File: src/rtl/hst_pkg.sv
// Shared types, constants and width helpers for the Helmert transform unit.
`default_nettype none
package hst_pkg;

  localparam int SCALE_FRAC_BITS = 30;
  localparam logic [31:0] SCALE_ONE = 32'h4000_0000;

  localparam logic [1:0] STATUS_OK         = 2'd0;
  localparam logic [1:0] STATUS_SATURATED  = 2'd1;
  localparam logic [1:0] STATUS_ZERO_SCALE = 2'd2;
  localparam logic [1:0] STATUS_UNUSED     = 2'd3;

  typedef enum logic [2:0] {
    REG_SHIFT_X = 3'd0,
    REG_SHIFT_Y = 3'd1,
    REG_SHIFT_Z = 3'd2,
    REG_TURN_X  = 3'd3,
    REG_TURN_Y  = 3'd4,
    REG_TURN_Z  = 3'd5,
    REG_SCALE   = 3'd6
  } reg_idx_t;

  typedef struct packed {
    logic [31:0] shift_x;
    logic [31:0] shift_y;
    logic [31:0] shift_z;
    logic [31:0] turn_x;
    logic [31:0] turn_y;
    logic [31:0] turn_z;
    logic [31:0] scale_factor;
  } cfg_t;

  typedef struct packed {
    logic valid;
    logic inverse;
    logic zero_scale;
  } item_ctl_t;

  function automatic int max_of(int a, int b);
    return (a > b) ? a : b;
  endfunction

  // Signed width of one adjugate entry.
  function automatic int adj_width(int a);
    return max_of(max_of(2 * a, a + 33), 62) + 3;
  endfunction

  // Signed width of the rotated forward position.
  function automatic int rot_width(int p, int a);
    return p + max_of(a, 32) + 2;
  endfunction

  // Unsigned width of the determinant.
  function automatic int det_width(int a);
    return max_of(2 * a, 62) + 3;
  endfunction

  // Signed width of a numerator handed to the divider.
  function automatic int num_width(int p, int a);
    int nfw;
    int niw;
    nfw = max_of(rot_width(p, a) + 33, 62 + a) + 1;
    niw = adj_width(a) + p + 1 + 2 + SCALE_FRAC_BITS;
    return max_of(nfw, niw) + 1;
  endfunction

  // Unsigned width of the denominator handed to the divider.
  function automatic int den_width(int a);
    return max_of(det_width(a) + 32, SCALE_FRAC_BITS + a + 1);
  endfunction

endpackage
`default_nettype wire

File: src/rtl/hst_queue.sv
// Two-entry request queue between the front end and the arithmetic back end.
`default_nettype none
module hst_queue #(
  parameter int P = 40
) (
  input  wire logic                  clk,
  input  wire logic                  rst_n,
  input  wire hst_pkg::item_ctl_t    push_ctl,
  input  wire logic signed [P-1:0]   push_p [3],
  output hst_pkg::item_ctl_t         head_ctl,
  output logic signed [P-1:0]        head_p [3],
  output logic                       full
);

  hst_pkg::item_ctl_t  mem_ctl_r [2];
  logic signed [P-1:0] mem_p_r   [2][3];
  logic                wr_r;
  logic                rd_r;
  logic [1:0]          count_r;
  logic [1:0]          count_nxt;
  logic                pop;

  // The back end takes one request every cycle, so the head leaves as soon as it exists.
  assign pop  = (count_r != 2'd0);
  assign full = (count_r == 2'd2);

  always_comb begin
    count_nxt = count_r + {1'b0, push_ctl.valid} - {1'b0, pop};
  end

  always_ff @(posedge clk) begin
    if (!rst_n) begin
      count_r <= '0;
      wr_r    <= 1'b0;
      rd_r    <= 1'b0;
    end else begin
      count_r <= count_nxt;
      if (push_ctl.valid) begin
        wr_r <= !wr_r;
      end
      if (pop) begin
        rd_r <= !rd_r;
      end
    end
  end

  always_ff @(posedge clk) begin
    if (push_ctl.valid) begin
      mem_ctl_r[wr_r] <= push_ctl;
      mem_p_r[wr_r]   <= push_p;
    end
  end

  always_comb begin
    head_ctl       = mem_ctl_r[rd_r];
    head_ctl.valid = pop;
  end

  assign head_p = mem_p_r[rd_r];

endmodule
`default_nettype wire

File: config.mk
export PLATFORM = sky130hd
export DESIGN_NAME = hst_queue
export DESIGN_NICKNAME = d
export VERILOG_FILES = /design/src/rtl/hst_pkg.sv /design/src/rtl/hst_queue.sv
export SDC_FILE = /design/constraint.sdc
export NUM_CORES = 1
export LEC_CHECK = 0
export ABC_AREA = 0
export BUFFER_PORTS_ARGS = -buffer_cell sky130_fd_sc_hd__buf_2
export CAP_MARGIN = 25
export CORE_ASPECT_RATIO = 2
export CORE_MARGIN = 4
export CORE_UTILIZATION = 35
export DETAILED_ROUTE_END_ITERATION = 10
export GPL_ROUTABILITY_DRIVEN = 0
export GPL_TIMING_DRIVEN = 1
export HOLD_SLACK_MARGIN = 0.15
export SLEW_MARGIN = 10
export SYNTH_ARGS = -nofsm -noshare
export SYNTH_HDL_FRONTEND = slang
export SYNTH_SLANG_ARGS = --single-unit
File: constraint.sdc
create_clock -name clk -period 8.3 [get_ports clk]
set_input_delay 1.66 -clock clk [delete_from_list [all_inputs] [get_ports clk]]
set_output_delay 1.66 -clock clk [all_outputs]
set_load 0.1 [all_outputs]
[Word level (Yosys, flattened, before mapping)]
Memories as Yosys holds them, arrays and structs flattened. A register that Yosys moved wholly into a read port is not among the register bits.
Index checks and enable logic that the tools add are counted.
Operators by class
  add/subtract/negate cells: 2
  equal/unequal tests: 1
  muxes and demuxes: 6
  reduce and logical (&&, ||, !) cells: 3
Operators with widths (count)
  $mux W1: 6
  $add A2 B1 Y2: 1
  $eq A2 B2 Y1 const B: 1
  $logic_not A1 Y1: 2
  $reduce_bool A2 Y1: 1
  $sub A2 B1 Y2: 1
Storage, ports and cells
  bits in registers: 4
  RAM bits: 246
  bits of input ports: 125
  output and inout bits: 124
  logic and storage cells: 17
  memories kept: 2
Memories
  mem_p_r: words 2, width 120, read ports 1, clocked after Yosys merged registers in 1, write ports 1, line hst_queue.sv:16  | logic signed [P-1:0] mem_p_r [2][3];
  mem_ctl_r: words 2, width 3, read ports 1, clocked after Yosys merged registers in 1, write ports 1, line hst_queue.sv:15  | hst_pkg::item_ctl_t mem_ctl_r [2];

[Logic depth before layout (Yosys ltp)]
  depth in word-level cells: 3
  depth in mapped cells: 4
  depth with buffers taken out: 4

[Least setup slack after synthesis]
Ideal clock, no wire load.
  path kind: input to register
  start: input push_ctl[2] (netlist name)
  end: memory mem_ctl_r[0][0] (netlist name) (enable)
  library setup time: 0.619 ns
  data arrival time: 6.983 ns
  data required time: 7.681 ns
  slack: 0.698 ns
  stages on the path: 1
  buffers on the path: 0
  path through: nor2b_1
On the way
  cells in the longest elaborated chain, start to end: 2
RTL lines
  from (decl): line hst_queue.sv:8  | input wire hst_pkg::item_ctl_t push_ctl,
  $mux W1: line hst_queue.sv:48  | if (push_ctl.valid) begin
  $mux W1 (implied by the code): line hst_queue.sv:49  | mem_ctl_r[wr_r] <= push_ctl;
  to (decl): line hst_queue.sv:15
No other way between the ends.

==> flow_metrics.env <==
export IMPL_worstMarginPinSlew_ns=0.9491
export IMPL_critPathBufInv=2
export IMPL_final_core_util_pct=44.37
export IMPL_num_rows=84
export IMPL_hold_violations=0
export IMPL_antenna_found_initial=13
export IMPL_final_cell_mix="buf_2, edfxtp_1, mux2_4"
export IMPL_clock_path_buffers=3
export IMPL_clock_skew_ns=0.007313
export IMPL_cts_setup_buffers=0
export IMPL_vdd_ir_drop_max_mv=0.2017
export IMPL_hold_class="reg -> reg"
export IMPL_detail_route_iter0_violations=174
export IMPL_slew_viol_final=0
export IMPL_p_leak_nw=4.512
export IMPL_nets=792
export IMPL_p_per_area_nw_per_um2=269.4
export IMPL_first_pass_iters=4
export IMPL_synthCells=403
export IMPL_swShare_pct=30.60
export IMPL_vias_per_cell=4.530
export IMPL_crit_path_top_delay_cell="buf_4"
export IMPL_endpoint_kind="output port"
export IMPL_synth_cell_types=19
export IMPL_overflow=0
export IMPL_clock_sinks=249
export IMPL_area_growth_pct=25.11
export IMPL_core_area_um2=26380
export IMPL_cp_top_family="buffers and inverters"
export IMPL_wirelength_um=19690
export IMPL_die_y_um=239.2
export IMPL_critPathLaunchType="flop"
export IMPL_finalSetupTns_ns=0
export IMPL_hold_buffers=0
export IMPL_r2r_start="wr_r"
export IMPL_io_buffers=248
export IMPL_drive_gt1_share_pct=60.79
export IMPL_synth_area_um2=9356
export IMPL_ys_seq_area_share_pct=79.38
export IMPL_synth_fp_nets=529
export IMPL_clkSlewWorstSetupHoldPaths_ns=0.07
export IMPL_r2r_end="mem_p_r[1][45]"
export IMPL_cts_buffers=23
export IMPL_ys_ff_latch=249
export IMPL_post_dp_hpwl_um=13710
export IMPL_fmax_mhz=228.7
export IMPL_power_mw=3.153
export IMPL_r2r_slack_ns=5.88
export IMPL_p_clk_share_pct=33.6
export IMPL_min_period_ns=4.372
export IMPL_reg2reg_depth=2
export IMPL_synth_avg_cell_area_um2=23.22
export IMPL_io_pins=249
export IMPL_final_common_cell="buf_2"
export IMPL_worstPathMaxFanout=46
export IMPL_routedWlPerCell_um=19.07
export IMPL_num_vias=4675
export IMPL_cpPeakStageDelay_ns=0.72
export IMPL_clock_latency_ns=0.51
export IMPL_grt_pass1_wl_um=28320
export IMPL_ys_warn_count=0
export IMPL_initial_core_util_pct=35.47
export IMPL_rsz0062_at_grt="false"
export IMPL_cts_resized=0
export IMPL_holdPathStages=2
export IMPL_detail_route_antenna_nets=0
export IMPL_finalSetupViolCount=0
export IMPL_cts_tree="done"
export IMPL_grt_pass1_vias=5140
export IMPL_die_area_um2=29570
export IMPL_critical_path_arrival_ns=2.71
export IMPL_critPathKind="reg -> out"
export IMPL_net_switching_power_uw=965.0
export IMPL_min_from="count_r[1]"
export IMPL_fin_hold_ws_ns=0.5381
export IMPL_cts_max_level=1
export IMPL_path_cells="buf_4 -> mux2_2 -> buf_2"
export IMPL_crit_required_ns=6.64
export IMPL_clock_root_buffer="clkbuf_16"
export IMPL_comb_power_share_pct=19.7
export IMPL_relSlewSlack_pct=36.73
export IMPL_status="completed"
export IMPL_pwr_share_seq_pct=46.7
export IMPL_grt_usage_pct=12.85
export IMPL_intPower_mw=2.188
export IMPL_hold_end="count_r[1]"
export IMPL_grt_max_degree=67
export IMPL_maxCapViolations=0
export IMPL_fin_crit_sh_pct=52.67
export IMPL_die_w_um=123.6
export IMPL_drc=0
[cells in the mapped netlist (all sizes together)]
library cell,count,share of area [%]
mux2i,1,0.11
mux2,122,18
or3,1,0.067
nor2b,4,0.27
ha,1,0.13
nand2,2,0.080
nand2b,1,0.067
buf,15,1.5
and2,2,0.13
or2,1,0.067
edfxtp,244,78
and3,2,0.13
o21a,1,0.080
o21ai,1,0.053
dfxtp,5,1.1
[sequential cells by signal (all words and copies together) (netlist names), named ones only]
name / flops
wr_r: 1
mem_p_r: 240
rd_r: 1
mem_ctl_r: 4
count_r: 2
[worst max-delay path by stage]
stage	from	end	slack [ns]	cells after the start
2_1_floorplan	push_ctl[2]	mem_ctl_r[0][0]	0.70	1
5_1_grt	flop	head_ctl[1]	3.78	3
4_1_cts	flop	head_ctl[1]	3.86	3
6_report	flop	head_ctl[1]	3.93	3
3_3_place_gp	flop	head_p[75]	4.47	3
3_5_place_dp	flop	head_ctl[1]	4.42	3
[through the flow]
stage,cells,setup WS (ns),cell area (um2)
detailed placement,985,4.422,10940
global placement,985,4.465,10940
global route,1031,3.783,11700
floorplan,403,0.6979,9356
CTS,1025,3.859,11690
finish,1032,3.928,11710
[cell families (layout without fill, tap and decap cells)]
group / after synthesis / count (layout) / share of synthesized area (%)
DFF: 249 / 249 / 79.38
muxes: 123 / 123 / 18.00
AOI/OAI and AO/OA: 2 / 2 / 0.1337
buffers and inverters: 15 / 293 / 1.538
other: 0 / 7 / 0
and+or+nand+nor: 13 / 13 / 0.8158
adders and majority gates: 1 / 1 / 0.1337
[metal layers]
layer / vias up / share of wire (%) / wire (um) / track usage (%)
met3: 52 / 6.7 / 1320 / 3.592
met4: 12 / 4.0 / 788 / 6.924
li1: 2128 / - / - / -
met2: 152 / 59 / 11530 / 25.00
met1: 2331 / 30 / 5969 / 11.32
met5: - / 0.39 / 77 / 0
[power by group through the flow]
| stage | logic (mW) | registers, mW | clock network (mW) |
|---|---|---|---|
| after floorplan | 0.526 | 1.50 | 0 |
| after detailed placement | 0.628 | 1.50 | 0 |
| final | 0.622 | 1.47 | 1.06 |
| after global placement | 0.623 | 1.50 | 0 |
| after CTS | 0.629 | 1.47 | 1.10 |
| after global routing | 0.642 | 1.48 | 1.15 |
[final cells by class]
class / instances / area [um2]
Tap cell: 344 / 430.4
Timing Repair Buffer: 253 / 1279
Clock inverter: 15 / 170.2
Antenna cell: 7 / 17.52
Fill cell: 2306 / 14670
Sequential cell: 249 / 7431
Multi-Input combinational cell: 139 / 1795
Clock buffer: 25 / 583.1
[tightest hold or removal path: cells and delay by family (launching register included)]
| kind | cells | cell delay (ns) |
|---|---|---|
| flip-flops | 1 | 0.34 |
| AND/OR/NAND/NOR | 1 | 0.08 |
| multiplexers | 1 | 0.07 |
No activity file was read; power rests on OpenSTA's default activity.
