--- src/rtl/hst_pkg.sv ---
// Shared types, constants and width helpers for the Helmert transform unit.
`default_nettype none
package hst_pkg;

  localparam int SCALE_FRAC_BITS = 30;
  localparam logic [31:0] SCALE_ONE = 32'h4000_0000;

  localparam logic [1:0] STATUS_OK         = 2'd0;
  localparam logic [1:0] STATUS_SATURATED  = 2'd1;
  localparam logic [1:0] STATUS_ZERO_SCALE = 2'd2;
  localparam logic [1:0] STATUS_UNUSED     = 2'd3;

  typedef enum logic [2:0] {
    REG_SHIFT_X = 3'd0,
    REG_SHIFT_Y = 3'd1,
    REG_SHIFT_Z = 3'd2,
    REG_TURN_X  = 3'd3,
    REG_TURN_Y  = 3'd4,
    REG_TURN_Z  = 3'd5,
    REG_SCALE   = 3'd6
  } reg_idx_t;

  typedef struct packed {
    logic [31:0] shift_x;
    logic [31:0] shift_y;
    logic [31:0] shift_z;
    logic [31:0] turn_x;
    logic [31:0] turn_y;
    logic [31:0] turn_z;
    logic [31:0] scale_factor;
  } cfg_t;

  typedef struct packed {
    logic valid;
    logic inverse;
    logic zero_scale;
  } item_ctl_t;

  function automatic int max_of(int a, int b);
    return (a > b) ? a : b;
  endfunction

  // Signed width of one adjugate entry.
  function automatic int adj_width(int a);
    return max_of(max_of(2 * a, a + 33), 62) + 3;
  endfunction

  // Signed width of the rotated forward position.
  function automatic int rot_width(int p, int a);
    return p + max_of(a, 32) + 2;
  endfunction

  // Unsigned width of the determinant.
  function automatic int det_width(int a);
    return max_of(2 * a, 62) + 3;
  endfunction

  // Signed width of a numerator handed to the divider.
  function automatic int num_width(int p, int a);
    int nfw;
    int niw;
    nfw = max_of(rot_width(p, a) + 33, 62 + a) + 1;
    niw = adj_width(a) + p + 1 + 2 + SCALE_FRAC_BITS;
    return max_of(nfw, niw) + 1;
  endfunction

  // Unsigned width of the denominator handed to the divider.
  function automatic int den_width(int a);
    return max_of(det_width(a) + 32, SCALE_FRAC_BITS + a + 1);
  endfunction

endpackage
`default_nettype wire

--- src/rtl/hst_front.sv ---
// Front end: configuration registers, request acceptance and classification.
`default_nettype none
module hst_front #(
  parameter int P = 40
) (
  input  wire logic                  clk,
  input  wire logic                  rst_n,
  input  wire logic                  cfg_wr_en,
  input  wire logic [2:0]            cfg_index,
  input  wire logic [31:0]           cfg_data,
  input  wire logic                  start,
  input  wire logic                  q_full,
  input  wire logic                  in_action,
  input  wire logic signed [P-1:0]   in_p [3],
  output logic                       busy,
  output hst_pkg::cfg_t              cfg,
  output hst_pkg::item_ctl_t         push_ctl,
  output logic signed [P-1:0]        push_p [3]
);

  hst_pkg::cfg_t      cfg_r;
  hst_pkg::item_ctl_t ctl_r;
  logic signed [P-1:0] p_r [3];
  logic               accept;

  assign busy   = q_full;
  assign accept = start && !q_full;

  always_ff @(posedge clk) begin
    if (!rst_n) begin
      cfg_r <= '{shift_x: '0, shift_y: '0, shift_z: '0, turn_x: '0, turn_y: '0,
                 turn_z: '0, scale_factor: hst_pkg::SCALE_ONE};
    end else if (cfg_wr_en) begin
      unique case (hst_pkg::reg_idx_t'(cfg_index))
        hst_pkg::REG_SHIFT_X: cfg_r.shift_x      <= cfg_data;
        hst_pkg::REG_SHIFT_Y: cfg_r.shift_y      <= cfg_data;
        hst_pkg::REG_SHIFT_Z: cfg_r.shift_z      <= cfg_data;
        hst_pkg::REG_TURN_X:  cfg_r.turn_x       <= cfg_data;
        hst_pkg::REG_TURN_Y:  cfg_r.turn_y       <= cfg_data;
        hst_pkg::REG_TURN_Z:  cfg_r.turn_z       <= cfg_data;
        hst_pkg::REG_SCALE:   cfg_r.scale_factor <= cfg_data;
        default: ;
      endcase
    end
  end

  // An inverse request with a zero scale is flagged here; the top level forces its result to zero.
  always_ff @(posedge clk) begin
    if (!rst_n) begin
      ctl_r <= '0;
    end else begin
      ctl_r.valid      <= accept;
      ctl_r.inverse    <= in_action;
      ctl_r.zero_scale <= in_action && (cfg_r.scale_factor == '0);
    end
  end

  always_ff @(posedge clk) begin
    p_r <= in_p;
  end

  assign cfg      = cfg_r;
  assign push_ctl = ctl_r;
  assign push_p   = p_r;

endmodule
`default_nettype wire

--- config.mk ---
export PLATFORM = sky130hd
export DESIGN_NAME = hst_front
export DESIGN_NICKNAME = d
export VERILOG_FILES = /design/src/rtl/hst_pkg.sv /design/src/rtl/hst_front.sv
export SDC_FILE = /design/constraint.sdc
export NUM_CORES = 1
export LEC_CHECK = 0
export ABC_AREA = 1
export BUFFER_PORTS_ARGS = -buffer_cell sky130_fd_sc_hd__buf_2
export CORE_AREA = 2 2 195 197
export DETAILED_ROUTE_END_ITERATION = 10
export DIE_AREA = 0 0 197 199
export PLACE_DENSITY_LB_ADDON = 0.2
export SLEW_MARGIN = 20
export SYNTH_ARGS = -nofsm -noshare
export SYNTH_HDL_FRONTEND = slang
export SYNTH_SLANG_ARGS = --single-unit
--- constraint.sdc ---
create_clock -name clk -period 1.4 [get_ports clk]
set_clock_uncertainty 0.1 [all_clocks]
set_input_delay 0.21 -clock clk [delete_from_list [all_inputs] [get_ports clk]]
set_output_delay 0.21 -clock clk [all_outputs]
set_load 0.03 [all_outputs]
# == Yosys cells after proc, flatten, opt, wreduce, memory -nomap -nowiden ==
# Cells that the tools add are included.
# word_totals
regBits,347
in_bits,161
output_inout_bits,348
elab_cells,31
# op_classes
n_eq_ne,6
n_reduce_logical,12
# ops
cell,count
32-bit logical NOT,1
2-bit AND reduction,7
"3-bit equality test, second input constant",3
"3-bit by 2-bit equality test with 1-bit output, second input constant",2
"3-bit by 1-bit equality test with 1-bit output, second input constant",1
3-bit logical NOT,1
1-bit logical AND,2
1-bit logical NOT,1

# == Logic depth before layout (Yosys ltp) ==
# depth
depth_word,2
mapped_depth,9
mapped_depth_nobuf,7

# == Least setup slack after synthesis ==
# Ideal clock, no wire load.
# synth_path
kind,input to register
startpoint,input cfg_index[0]
endpoint,"register cfg_r, in the netlist cfg[65]"
setup_time_ns,0.116
arrival_time_ns,1.008
required_ns,1.184
setup_slack_ns,0.177
stages,6
path_buffers,2
cell_sequence,buf_2 nor2_2 nand2_2 clkbuf_1 o21ai_0 nor2_1
# synth_between
elab_chain_len,2
# synth_rtl
item,line_no,text
"start, declared",hst_front.sv:9,"input wire logic [2:0] cfg_index,"
3-bit equality test,hst_front.sv:34,unique case (hst_pkg::reg_idx_t'(cfg_index))
2-bit AND reduction (no line),-,
"end signal, assigned",hst_front.sv:31,"cfg_r <= '{shift_x: '0, shift_y: '0, shift_z: '0, turn_x: '0, turn_y: '0,"
"end, declared",hst_front.sv:21,hst_pkg::cfg_t cfg_r;
# Every way passes these cells.
# A chain may end at the register's enable or synchronous reset.

# == Worst setup path in the final report ==
# layout_path
startpoint,"register p_r, in the netlist push_p[42]"
endpoint,output push_p[42] in the netlist's numbering
# layout_rtl
item,line_no,text
"start, declared",hst_front.sv:23,logic signed [P-1:0] p_r [3];
"start signal, assigned",hst_front.sv:59,p_r <= in_p;
"end, declared",hst_front.sv:18,output logic signed [P-1:0] push_p [3]
# No word-level cell between the ends.

==> summary.md <==
| Metric | Value |
|---|---|
| Sequential area share after synthesis | `65.9%` |
| Crit. End Element | `output port` |
| Crit-path max FO | `1` |
| Num rows | `71` |
| Diodes inserted | `0` |
| Area of the core | `approximately 37000 um^2` |
| Vias per cell | `4.51` |
| Clk buf depth | `3` |
| R2r worst-path depth | `3` |
| CTS tree | `done` |
| Max incr delay on CP | `between 300 and 400 ps` |
| #FFs+latches synth | `347` |
| Die ar. | `39200 um^2` |
| DP HPWL | `roughly 32 mm` |
| VDD IR-drop max | `1.09 mV` |
| H-tree depth | `2` |
| Die width | `197 um` |
| Largest delay share family, worst path | `flip-flops` |
| Post-place setup slack | `-11.7 ps` |
| DR iter-0 viols | `between 500 and 600` |
| Syn. warnings | `0` |
| Hold Vio Cnt, Final | `0` |
| Layout area overhead | `73.4%` |
| Clk root buf | `clkbuf_16` |
| Fmax | `706 MHz` |
| Arrival @ worst endpoint | `1110 ps` |
| Worst-margin pin slew | `about 360 ps` |
| Crit path cell chain | `buf_4` |
| Routed Antenna Nets | `0` |
| Total gr overflow | `0` |
| Unrepaired setup endpoints after global routing | `yes` |
| Initial Util | `around 28%` |
| Slew headroom | `around three quarters` |
| Routed length per instance | `approximately 20 um` |
| Critical Path Start | `push_p[42]` |
| Top-count cell post-synth | `nor2_1` |
| Post-synth top area share | `65.9%` |
| Final hold slack | `a little over 30 ps` |
| Max-slew violations | `0` |
| Synth area leader | `dfxtp_1` |
| First-pass GRT wire length | `about 65 mm` |
| Crit path max-delay cell type | `dfxtp_1` |
| Largest net degree at the start of global routing | `43` |
| Ranking of synthesized cells by area | `dfxtp_1 66%, nor2_1 14%, o21ai_0 8.6%` |
| Vias after detailed routing | `10600` |
| Multi-input logic area | `between 3000 and 4000 um^2` |
| Num CTS Buffers | `39` |
| LEAKAGE | `around 8.2 nW` |
| Final Setup Violations | `1` |
| Worst hold-check path type | `in2reg` |
| Synth Flop Type | `dfxtp_1` |
| Failing checks | `negative setup slack` |
| Nets | `about 2000` |
| Initial antenna violation count | `0` |
| Yosys cell types | `23` |
| Commonest cells in the netlist | `403 x nor2_1, 347 x dfxtp_1, 181 x o21ai_0` |
| Die height | `slightly below 200 um` |
| TritonCTS Sinks | `347` |
| Avg Synthesized Cell Area | `just over 9 um^2` |
| R2R Path Start | `cfg[40]` |
| Status | `finished, violations left` |
| IO Pins | `around 510` |
| Async set-reset flop share out of synthesis | `0%` |
| WP buf/inv | `1` |
| GP Congestion | `a little over 0.8` |
| Latest clock arrival within the worst-skew pair | `550 ps` |
| Max Cap Viol | `0` |
| Kind of critical path | `reg2out` |
| PwrDens | `between 1000 and 1500 nW/um^2` |
| Post-synthesis cell count | `1154` |
| Filler instances | `around 3400` |
| IO Port Bufs | `about 510` |
| Setup ws final | `-16.8 ps` |
| Period minus WS final | `1420 ps` |
| Synth Cell Area | `approximately 11000 um^2` |
| Register area | `7100 um^2` |
| WP data required | `between 1000 and 1500 ps` |
| Reg2reg setup slack | `around 80 ps` |
| Hold Startpoint | `rst_n` |
| Number of global-route vias before repair | `10300` |
| Post-synth EDFFs | `0` |
| Worst r2r dst | `cfg[40]` |
| TritonRoute pass-1 iters | `5` |
| CP Launch Type | `register` |
| Worst-path clk slew | `around 60 ps` |
| Drt drc | `0` |
| Final wirelength | `46.2 mm` |
| Final Cycle Share | `101%` |
| Min-Delay Endpoint | `push_ctl[0]` |
| Syn Nets | `1315` |
| Hold Path Stages | `5` |
| Share of cells above drive strength 1 | `between 40% and 50%` |
| GRT Total Usage | `between 20% and 30%` |
how the worst max path moves through the flow:
stage | endpoint | slack [ps] | cells after the start
after floorplan | cfg[65] | 180 | 6
after global placement | cfg[63] | 10 | 8
after detailed placement | cfg[77] | -10 | 6
after CTS | cfg[8] | -10 | 1
after global routing | push_p[42] | -60 | 1
final | push_p[42] | -20 | 1
area by class of cell:
type	count	share of cell area [%]
Sequential cell	347	38.8
Multi-Input combinational cell	718	17.1
Clock inverter	13	0.637
Clock buffer	56	6.19
Tap cell	474	3.25
Timing Repair Buffer	716	33.7
Inverter	14	0.288
logic make-up (layout without fill, tap and decap cells):
kind of cell	Yosys count	in the layout	synth area share (%)
and+or+nand+nor	495	495	19.1
DFF	347	347	65.9
buffers and inverters	89	799	4.43
AOI/OAI and AO/OA	223	223	10.6
stage by stage:
| stage | instance area (um^2) | power (mW) | setup TNS (ps) | cells | util, % |
|---|---|---|---|---|---|
| floorplan | 10500 | 12.0 | 0 | 1154 | - |
| global placement | 13900 | 13.1 | 0 | 2109 | 37.3 |
| detailed placement | 13900 | 13.1 | -11.7 | 2109 | 37.3 |
| CTS | 17900 | 23.8 | -21.4 | 2336 | 48.3 |
| global route | 18300 | 24.5 | -128 | 2338 | 49.2 |
| finish | 18300 | 23.7 | -16.8 | 2338 | 49.2 |
state kept, by name, summed over array words and instances, names as in the netlist:
register and count:
cfg 224, push_ctl 3, push_p 120
power breakdown:
part | switching, mW | internal (mW) | leakage, nW
clock network | 4.21 | 5.83 | 0.613
logic | 1.85 | 1.29 | 4.69
registers | 0.212 | 10.3 | 2.91
cells in the final DEF, fill, tap and decap left out, types with 2 or more instances in the layout:
cell           instances
clkbuf_16             40
buf_12                19
nor2_1               403
or2_2                  2
a21oi_1               32
clkbuf_8               7
clkbuf_1               9
buf_4                167
nand2_4                2
buf_2                191
o21ai_1               10
inv_1                  4
dfxtp_4                5
nand4_1               32
inv_2                 10
clkinv_2               7
clkbuf_4              14
nand2_2                3
nor2_4                 2
nand3_1                2
nand2_1               46
dfxtp_1              238
dlygate4sd3_1        159
dfxtp_2              104
clkinvlp_4             2
o21ai_0              181
buf_6                165
metal layers:
layer / global-route usage, % / wire, um / up-vias
met1: 26.5 / 18400 / 4909
met4: 11.3 / 2060 / 0
met3: 5.80 / 3090 / 101
li1: - / - / 5090
met5: 0 / 0 / -
met2: 38.5 / 22700 / 450
timing repair:
item | in CTS | in global routing
resized for setup | 479 | 129
hold buffers | 159 | 0
hold endpoints to repair | 333 | 0
pin swaps | 0 | 1
endpoints found under the setup margin | 291 | 105
cloned | 0 | 0
buffers inserted | 0 | 2
Note: power is estimated with default switching activity, not from simulation.
